**src/hdl/tccb_pkg.sv**
```systemverilog
// Shared types and codes for the text console cursor buffer.
`timescale 1ns / 1ps
package tccb_pkg;

    // operation field of an input beat
    localparam logic OP_PUT  = 1'b0;
    localparam logic OP_READ = 1'b1;

    // configuration register indexes
    localparam logic CFG_ROWS = 1'b0;
    localparam logic CFG_COLS = 1'b1;

    // control characters
    localparam logic [7:0] CH_BS = 8'd8;
    localparam logic [7:0] CH_NL = 8'd10;
    localparam logic [7:0] CH_FF = 8'd12;
    localparam logic [7:0] CH_CR = 8'd13;
    localparam logic [7:0] BLANK = 8'd0;

    // command kinds passed from the front end to the execution unit
    typedef logic [2:0] t_kind;
    localparam t_kind K_READ = 3'd0;
    localparam t_kind K_BS   = 3'd1;
    localparam t_kind K_CR   = 3'd2;
    localparam t_kind K_NL   = 3'd3;
    localparam t_kind K_FF   = 3'd4;
    localparam t_kind K_CHAR = 3'd5;

    typedef struct packed {
        t_kind      kind;
        logic [7:0] code;
        logic [4:0] row;
        logic [6:0] col;
    } t_cmd;

endpackage

```
**src/hdl/tccb_front.sv**
```systemverilog
// Front end: accepts input beats, classifies them and queues commands.
`timescale 1ns / 1ps
module tccb_front (
    input  logic              i_clk,
    input  logic              i_rst_n,
    input  logic              i_en,
    input  logic              i_s_tvalid,
    output logic              o_s_tready,
    input  logic [23:0]       i_s_tdata,   // char_code, read_row, read_column, zero pad
    input  logic              i_s_tuser,   // operation
    output logic              o_cmd_valid,
    output tccb_pkg::t_cmd    o_cmd,
    input  logic              i_cmd_pop
);
    tccb_pkg::t_cmd r_q [2];
    logic           r_wp;
    logic           r_rp;
    logic [1:0]     r_cnt;
    logic [1:0]     n_cnt;
    logic           w_push;
    tccb_pkg::t_cmd w_cmd;

    assign o_s_tready = i_en && (r_cnt != 2'd2);
    assign w_push     = i_s_tvalid && o_s_tready;

    always_comb begin
        w_cmd.code = i_s_tdata[7:0];
        w_cmd.row  = i_s_tdata[12:8];
        w_cmd.col  = i_s_tdata[19:13];
        case (i_s_tuser)
            tccb_pkg::OP_READ: w_cmd.kind = tccb_pkg::K_READ;
            default: begin
                case (i_s_tdata[7:0])
                    tccb_pkg::CH_BS: w_cmd.kind = tccb_pkg::K_BS;
                    tccb_pkg::CH_CR: w_cmd.kind = tccb_pkg::K_CR;
                    tccb_pkg::CH_NL: w_cmd.kind = tccb_pkg::K_NL;
                    tccb_pkg::CH_FF: w_cmd.kind = tccb_pkg::K_FF;
                    default:         w_cmd.kind = tccb_pkg::K_CHAR;
                endcase
            end
        endcase
    end

    always_comb begin
        n_cnt = r_cnt;
        if (w_push && !i_cmd_pop) begin
            n_cnt = r_cnt + 2'd1;
        end else if (!w_push && i_cmd_pop) begin
            n_cnt = r_cnt - 2'd1;
        end
    end

    always_ff @(posedge i_clk) begin
        if (!i_rst_n) begin
            r_wp  <= 1'b0;
            r_rp  <= 1'b0;
            r_cnt <= 2'd0;
        end else begin
            r_cnt <= n_cnt;
            if (w_push) begin
                r_wp <= ~r_wp;
            end
            if (i_cmd_pop) begin
                r_rp <= ~r_rp;
            end
        end
    end

    always_ff @(posedge i_clk) begin
        if (w_push) begin
            r_q[r_wp] <= w_cmd;
        end
    end

    assign o_cmd_valid = (r_cnt != 2'd0);
    assign o_cmd       = r_q[r_rp];
endmodule

```
**config.mk**
```make
export PLATFORM = sky130hd
export DESIGN_NAME = tccb_front
export DESIGN_NICKNAME = d
export VERILOG_FILES = /design/src/hdl/tccb_pkg.sv /design/src/hdl/tccb_front.sv
export SDC_FILE = /design/constraint.sdc
export NUM_CORES = 1
export LEC_CHECK = 0
export BUFFER_PORTS_ARGS = -buffer_cell sky130_fd_sc_hd__buf_2
export CORE_ASPECT_RATIO = 0.9
export CORE_MARGIN = 10
export CORE_UTILIZATION = 48
export DETAILED_ROUTE_END_ITERATION = 10
export PLACE_DENSITY = 0.74
export SLEW_MARGIN = 20
export SYNTH_ARGS = -nofsm -noshare
export SYNTH_HDL_FRONTEND = slang
export SYNTH_SLANG_ARGS = --single-unit
```
**constraint.sdc**
```tcl
create_clock -name i_clk -period 2.7 [get_ports i_clk]
set_input_delay 0.135 -clock i_clk [delete_from_list [all_inputs] [get_ports i_clk]]
set_output_delay 0.135 -clock i_clk [all_outputs]
set_load 0.01 [all_outputs]
```
==> results.txt, run 1 <==
Data arrives at the worst endpoint at 1.77 ns. Each instance of the synthesized netlist takes up on average 17.9 um2. The share of synthesized flip-flops with an asynchronous set or reset works out to 0.

Largest family of logic cells by synthesized area: multiplexers. The number of standard-cell rows in the floorplan was 21; the multiplexer fraction of the synthesized cell area was 0.138. 0 antenna diodes ended up in the layout. After detailed routing, the total wire length is 3540 um.

The setup path with the least slack is of type flip-flop to output port. For flop-to-flop paths, the worst setup slack is 0.84 ns. In this run, placement finished with an instance count of 206.

STA classifies the critical path endpoint as an output port. Fraction of the mapped netlist area in adder cells: 0.00641. The class of the worst hold path is input port to flip-flop. The xor and xnor area share after synthesis is 0.0135. The pre-CTS setup slack is 0.850 ns, and the mapped cell area is 1950 um2. The region available for standard cell placement spans 3810 um2. The count of flip-flops with a built-in enable after synthesis is 46. The most critical setup path has its endpoint at o_cmd[22]. The clock passes through at most 2 buffers. Adding up every negative setup slack in the final design gives 0 ns. For this run the aggregate overflow at the end of global routing stands at 0. The slowest stage of the critical path belongs to the cell sky130_fd_sc_hd__dfxtp_1.

The worst register-to-register path begins at r_cnt[1]. Once detail routing completed, the nets flagged for antenna violations numbered 0. The tools report the power after layout as 1.54 mW. For the number of standard cells after synthesis, the log shows 109. The tools report the critical path startpoint category as a flip-flop. Dividing total power by cell area gives a power density of 651 nW/um2. The tools report the first-pass GRT wire length as 5530 um. At the worst endpoint, the required time is 2.57 ns. The detailed router finished its first iteration with 41 violations. Excluding fillers, the count of instances in the completed layout stands at 214. The delay of the slowest cell on the worst path was 0.66 ns.

For this run, the leading register cell type out of synthesis is sky130_fd_sc_hd__edfxtp_1. The share of the clock period used by the worst path after layout was 0.705; the pin count of the biggest net entering global routing was 17. The tools report the buffer cell driving the clock tree root as sky130_fd_sc_hd__clkbuf_8. Buffers placed on the I/O ports in this run total 50. Pin placement for this block handled 55 I/O pins.

The H-tree level count was 2; the maximum achievable frequency was 525 MHz. The analysis attributes to cell leakage a power of 0.907 nW. Max-cap violations in this run came to 0.

Buffers added to address setup during post-CTS repair amount to 0. In this run, post-CTS hold repair placed 0 buffers. Measured along the x axis, the die boundary spans 87.2 um. In this run, post-CTS repair resized a total of 0 instances.

The die covers 7020 um2. The run gives 198 as the count of nets after finishing. For the final database, setup skew stands at 0.00671 ns.

The logs give 0 for the number of antenna violations at the first check in global routing and 0.796 ns for the smallest setup slack after layout. Setup repair after global routing left no endpoint under its margin. The transition time at the pin with the least slew margin was 0.618 ns; the clock latency on the worst-skew pair was 0.29 ns.

After detailed routing, the average wire length per cell comes to 16.5 um. Clock tree synthesis found a total of 51 sinks. In this run the worst path has a maximum fanout of 12. The tools report the residual DRC count as 0. The simple-gate area share of the yosys netlist came out at 0.0423.

Compared with the post-synthesis result, the final layout area differs by 20.9%. Summing all placed instances gives a cell area of 2270 um2. Number of clock buffers inserted by TritonCTS: 5. The number of nets in the synthesized netlist is 140. The synthesized design contains 51 register bits.

The routed via count divided by cell count is 5.00, and the total of warnings raised by yosys is 0. The finished cells cover 2360 um2. Setup violations remaining at the end of the flow were counted as 0. Subtracting the final worst setup slack from the clock period gives 1.90 ns.

The worst register-to-register path ends at r_cnt[1]. Share of final-layout standard cells stronger than drive strength 1: 0.506. The portion of the post-synthesis area used by sequential elements came out at 0.758. TritonCTS built the clock tree.

Clock-pin slew was measured on the worst setup and hold paths at 0.09 ns. The run gives 1190 as the number of global-route vias before repair. VDD sags by at most 447 uV.

The run gives 0.102 as the aggregate global-route resource usage. The number of cells on the worst reg-to-reg path is 6. After filler insertion, the fill cell instance count of the layout stands at 303. For this run, the detailed router's first-pass iteration total came to 4. The congestion estimate from routability-driven global placement came to 0.720. The flow ran to the end, and the final reports show no timing, DRC or antenna violations. The number of different library cells used by synthesis comes to 23. The tools report the final-report hold violation count as 0.

The die boundary height was 80.5 um; the worst relative slew slack was 0.588. The run gives 1070 as the count of vias placed by the detailed router. Detailed placement ended at an HPWL of 2720 um. The signal on the critical path passes through buf_4, mux2_2, buf_2. The number of max-slew violations in the final report was 0; the initial standard-cell utilization of the core was 0.513. The post-synthesis compound-gate area fraction came out at 0.0224.
## cell usage in the layout (no fill, tap or decap)
cell type,n
sky130_fd_sc_hd__nor2_2,2
sky130_fd_sc_hd__buf_4,3
sky130_fd_sc_hd__a31oi_1,1
sky130_fd_sc_hd__mux2_2,23
sky130_fd_sc_hd__clkinv_4,1
sky130_fd_sc_hd__and2_1,4
sky130_fd_sc_hd__nor2_1,1
sky130_fd_sc_hd__or3_1,1
sky130_fd_sc_hd__inv_1,6
sky130_fd_sc_hd__clkinvlp_4,1
sky130_fd_sc_hd__buf_2,50
sky130_fd_sc_hd__nor4_1,1
sky130_fd_sc_hd__ha_1,1
sky130_fd_sc_hd__or2_0,1
sky130_fd_sc_hd__a21boi_0,1
sky130_fd_sc_hd__o211ai_1,1
sky130_fd_sc_hd__clkbuf_8,5
sky130_fd_sc_hd__xnor2_1,1
sky130_fd_sc_hd__o21ai_0,1
sky130_fd_sc_hd__xor2_1,2
sky130_fd_sc_hd__a21boi_1,1
sky130_fd_sc_hd__a21oi_1,2
sky130_fd_sc_hd__nand2_1,3
sky130_fd_sc_hd__nor3b_1,1
sky130_fd_sc_hd__clkinv_1,1
sky130_fd_sc_hd__and3b_1,1
sky130_fd_sc_hd__edfxtp_1,46
sky130_fd_sc_hd__dfxtp_1,5
sky130_fd_sc_hd__mux2i_1,1
## metrics by stage
step / util / hold slack [ns]
floorplan: - / 0.234
global placement: 0.597 / 0.325
detailed placement: 0.597 / 0.328
CTS: 0.620 / 0.0141
global route: 0.620 / 0.00122
finish: 0.620 / 0.0228
## routing by layer
layer,GRT usage,share of wire
met2,0.177,0.50
met5,0,0
met1,0.103,0.40
met3,0.0545,0.093
met4,0.0287,0.0037
## critical path: cells and delay by family, from the launching register on
family,cells,cell delay [ns]
flops,1,0.66
buf+inv,2,0.46
mux,1,0.36
## cells in the mapped netlist, types with 2 or more instances
cell type,count,area (um2)
sky130_fd_sc_hd__a21oi_1,2,10.0
sky130_fd_sc_hd__inv_1,6,22.5
sky130_fd_sc_hd__nand2_1,3,11.3
sky130_fd_sc_hd__and2_1,4,25.0
sky130_fd_sc_hd__buf_4,2,15.0
sky130_fd_sc_hd__mux2_2,23,259
sky130_fd_sc_hd__edfxtp_1,46,1380
sky130_fd_sc_hd__xor2_1,2,17.5
sky130_fd_sc_hd__dfxtp_1,5,100
sky130_fd_sc_hd__nor2_1,3,11.3
## sequential cells by signal, indices dropped and copies added, names as in the netlist, named ones only
register	cells
r_wp	1
r_rp	1
r_q	46
r_cnt	2
## worst min-delay path by stage
| stage | startpoint | slack [ns] | cells past startpoint | end |
|---|---|---|---|---|
| after detailed placement | i_s_tdata[15] | 0.33 | 1 | r_q[0][2] |
| after CTS | i_s_tdata[15] | 0.01 | 1 | r_q[0][2] |
| after global placement | i_s_tdata[15] | 0.32 | 1 | r_q[0][2] |
| after floorplan | i_s_tdata[13] | 0.23 | 0 | r_q[0][0] |
| final | i_s_tdata[10] | 0.02 | 1 | r_q[1][9] |
| after global routing | i_s_tdata[8] | 0.001 | 1 | r_q[1][7] |
## where the power goes
group,switching (mW),internal (mW)
Sequential,0.0214,0.906
Clock,0.227,0.180
Combinational,0.105,0.0980
## layout make-up
type	instances	area, um2	share of cell area
inverters	6	22.5	0.00953
repair buffers	53	273	0.115
flip-flops and latches	51	1480	0.627
multi-input cells	50	439	0.186
clock inverters	3	20.0	0.00847
clock buffers	5	68.8	0.0291
well taps	46	57.6	0.0244
## logic make-up (layout without fill, tap and decap cells)
kind of cell	count (synthesis)	count (layout)
AO/OA/AOI/OAI	7	7
XOR/XNOR	3	3
adder cells (fa/ha/maj)	1	1
buffers and inverters	8	67
flip-flops	51	51
multiplexers	24	24
AND/OR/NAND/NOR	15	15
No activity file was read; power rests on OpenSTA's default activity.
==> inputs of run 2 (changes only) <==
CORE_UTILIZATION = 46   (was 48)
PLACE_DENSITY = 0.75   (was 0.74)
clock period = 1.7 ns   (was 2.7 ns; I/O delays follow)
==> run 2 against run 1 <==
Cell count grew 12%; clock-buffer cell count grew 1; combinational power grew 87%; clock skew shrank 0.0011 ns; core utilization grew 1.5 points; global-route usage grew 0.94 points; register-to-register slack lost 0.76 ns; die area grew 3.3%; critical path type is now flip-flop to flip-flop; largest power group unchanged.
==> results.txt, run 2 (same netlist as run 1, synthesis figures left out) <==
The power after layout came out at 2.66 mW (was 1.54 mW). The clock transition at the register clock pins on the worst setup and hold paths after CTS was 0.08 ns (was 0.09 ns); the overall overflow remaining after global route was 0 (unchanged). The placement-stage cell area came out at 2310 um2 (was 2270 um2). TritonCTS built the clock tree.

The number of standard-cell rows in the floorplan was 22 (was 21); the half-perimeter wire length after detailed placement was 2860 um (was 2720 um). The cell count after placement was 212 (was 206). The placeable core region is 4100 um2 (was 3810 um2), and the first-pass GRT wire length is 6060 um (was 5530 um). The buffer cell driving the clock tree root is sky130_fd_sc_hd__clkbuf_8 (unchanged).

For the residual DRC count, the log shows 0 (unchanged). The final core utilization was 0.635 (was 0.620). The share of final-layout standard cells stronger than drive strength 1 was 0.471 (was 0.506). Critical path startpoint category: a flip-flop (unchanged). Number of buffer cells added on primary ports: 50 (unchanged).

Worst-case vdd ir drop: 794 uV (was 447 uV). The weighted congestion reported at the end of routability-driven placement was 0.659 (was 0.720). The register containing the most flip-flops in the final layout is r_q (unchanged). The count of antenna-violating nets left after detailed routing is 0 (unchanged).

The critical path required time is 1.92 ns (was 2.57 ns). Endpoint type of the worst setup path: a flip-flop (was an output port). The count of instances resized after the clock tree is built was 0 (unchanged). The tools report the first-pass iteration count of the detailed router as 6 (was 4).

Routed via count divided by cell count: 4.94 (was 5.00). The final worst clock skew is 0.00566 ns (was 0.00671 ns), and the number of antenna violations at the first check in global routing is 1 (was 0). The run gives 1.02 nW (was 0.907 nW) as the static leakage. The count of nets after finishing was 221 (was 198). The power per cell area was 1020 nW/um2 (was 651 nW/um2); the H-tree level count was 2 (unchanged). Flip-flop count of the largest register, all copies and words added: 46 (unchanged).

The run finished with clean final reports. The final-report hold violation count is 0 (unchanged). The smallest setup slack after layout came out at 0.0763 ns (was 0.796 ns).

The floorplan die area came out at 7260 um2 (was 7020 um2). Cells along the critical path: inv_1, o211ai_1, inv_1, ha_1, or3_1, a21boi_1 (was buf_4, mux2_2, buf_2). The final hold slack came out at 0.0188 ns (was 0.0228 ns). The layout overhead on the synthesized area is 33.4% (was 20.9%), and the initial standard-cell utilization of the core is 0.476 (was 0.513).

The final count of negative-setup-slack endpoints came out at 0 (unchanged). The clock latency on the worst-skew pair is 0.30 ns (was 0.29 ns). The logs give 0 (unchanged) for the total of max-cap violations and 17 (unchanged) for the pin count of the biggest net entering global routing.

The transition time at the pin with the least slew margin is 0.273 ns (was 0.618 ns), and the count of vias placed by the detailed router is 1185 (was 1070). The number of global-route vias before repair is 1228 (was 1190). The run gives 0 (unchanged) as the number of max-slew violations in the final report. The number of cells in the finished layout apart from fillers came out at 240 (was 214). The cell with the largest stage delay on the worst path was sky130_fd_sc_hd__dfxtp_1 (unchanged). The maximum achievable frequency came out at 616 MHz.

Biggest regs: r_q (46), r_cnt (2) (unchanged). Most used cells in the layout excluding fill and tap cells: 50 x sky130_fd_sc_hd__buf_2, 46 x sky130_fd_sc_hd__edfxtp_1, 23 x sky130_fd_sc_hd__mux2_2 (unchanged). Most common library cell in the layout ignoring fill and taps: sky130_fd_sc_hd__buf_2 (unchanged). Width of the die: 88.7 um (was 87.2 um). The sum of routed wire length over all layers was 3990 um (was 3540 um); the detailed-route wire length per cell was 16.6 um (was 16.5 um).

For the critical path data arrival time, the log shows 1.85 ns (was 1.77 ns). The kind of critical path was flip-flop to flip-flop (was flip-flop to output port). The share of the clock period used by the worst path after layout is 0.955. Worst relative slew slack: 0.818 (was 0.588). The total number of clock tree sinks was 51 (unchanged); the delay of the slowest cell on the worst path was 0.38 ns (was 0.66 ns). The run gives 0 ns (unchanged) as the total negative slack for setup checks. Setup repair after global routing left no endpoint under its margin.

The tools report the number of DRC violations after detailed-routing iteration 0 as 29 (was 41). The highest fanout seen on the critical path was 4 (was 12). The tools report the pre-CTS setup slack as 0.0279 ns (was 0.850 ns). Among the stages of the critical path, the cell type that occurs most often is sky130_fd_sc_hd__inv_1. The post-route standard cell area excluding fillers is 2610 um2 (was 2360 um2), and the maximum count of clock buffers along a single path is 2 (unchanged). The die boundary height was 81.8 um (was 80.5 um). The logs give 55 (unchanged) for the top-level port count and 5 (unchanged) for the number of clock buffers inserted by TritonCTS. The aggregate global-route resource usage is 0.111 (was 0.102). The class of the worst hold path was input port to flip-flop (unchanged).

Counting I/O delays and the setup requirement, the final critical path takes 1.62 ns.
## run 2: worst max-delay path, delay by kind of cell, from the launching register on
family,cells,cell delay [ns]
and+or+nand+nor,1,0.35
adders and majority gates,1,0.31
AOI/OAI and AO/OA,2,0.36
DFF,1,0.38
buffers and inverters,2,0.15
## run 2: what timing repair did
item / 4_1_cts / 5_1_grt
setup buffers: 0 / 1
endpoints found under the setup margin: 0 / 1
endpoints found under the hold margin: 31 / 2
hold buffers: 17 / 1
## run 2: worst paths after layout
kind / cells past startpoint / end / startpoint / slack [ns]
worst max-delay path: 6 / r_cnt[1] / r_cnt[1] / 0.08
worst max register to register: 6 / r_cnt[1] / r_cnt[1] / 0.08
worst min-delay path: 1 / r_q[1][13] / i_s_tdata[1] / 0.02
worst min register to register: 2 / r_wp / r_wp / 0.50
## run 2: power breakdown
| group | switching [mW] | internal (mW) | total [mW] | leakage, nW |
|---|---|---|---|---|
| logic | 0.185 | 0.194 | 0.380 | 0.504 |
| clock network | 0.372 | 0.439 | 0.811 | 0.0514 |
| registers | 0.0263 | 1.44 | 1.47 | 0.461 |
## run 2: layout make-up
class,count,area (um2)
Tap cell,48,60.1
Inverter,6,22.5
Timing Repair Buffer,76,490
Clock inverter,2,37.5
Clock buffer,6,72.6
Antenna cell,1,2.50
Sequential cell,51,1480
Fill cell,308,1500
Multi-Input combinational cell,50,439
## run 2: routing by layer
metal / vias to the layer above / GRT usage / wire, um
met2: 25 / 0.210 / 2260
met1: 584 / 0.110 / 1490
li1: 570 / - / -
met4: 0 / 0.0371 / 38
met5: - / 0 / 0
met3: 6 / 0.0406 / 191
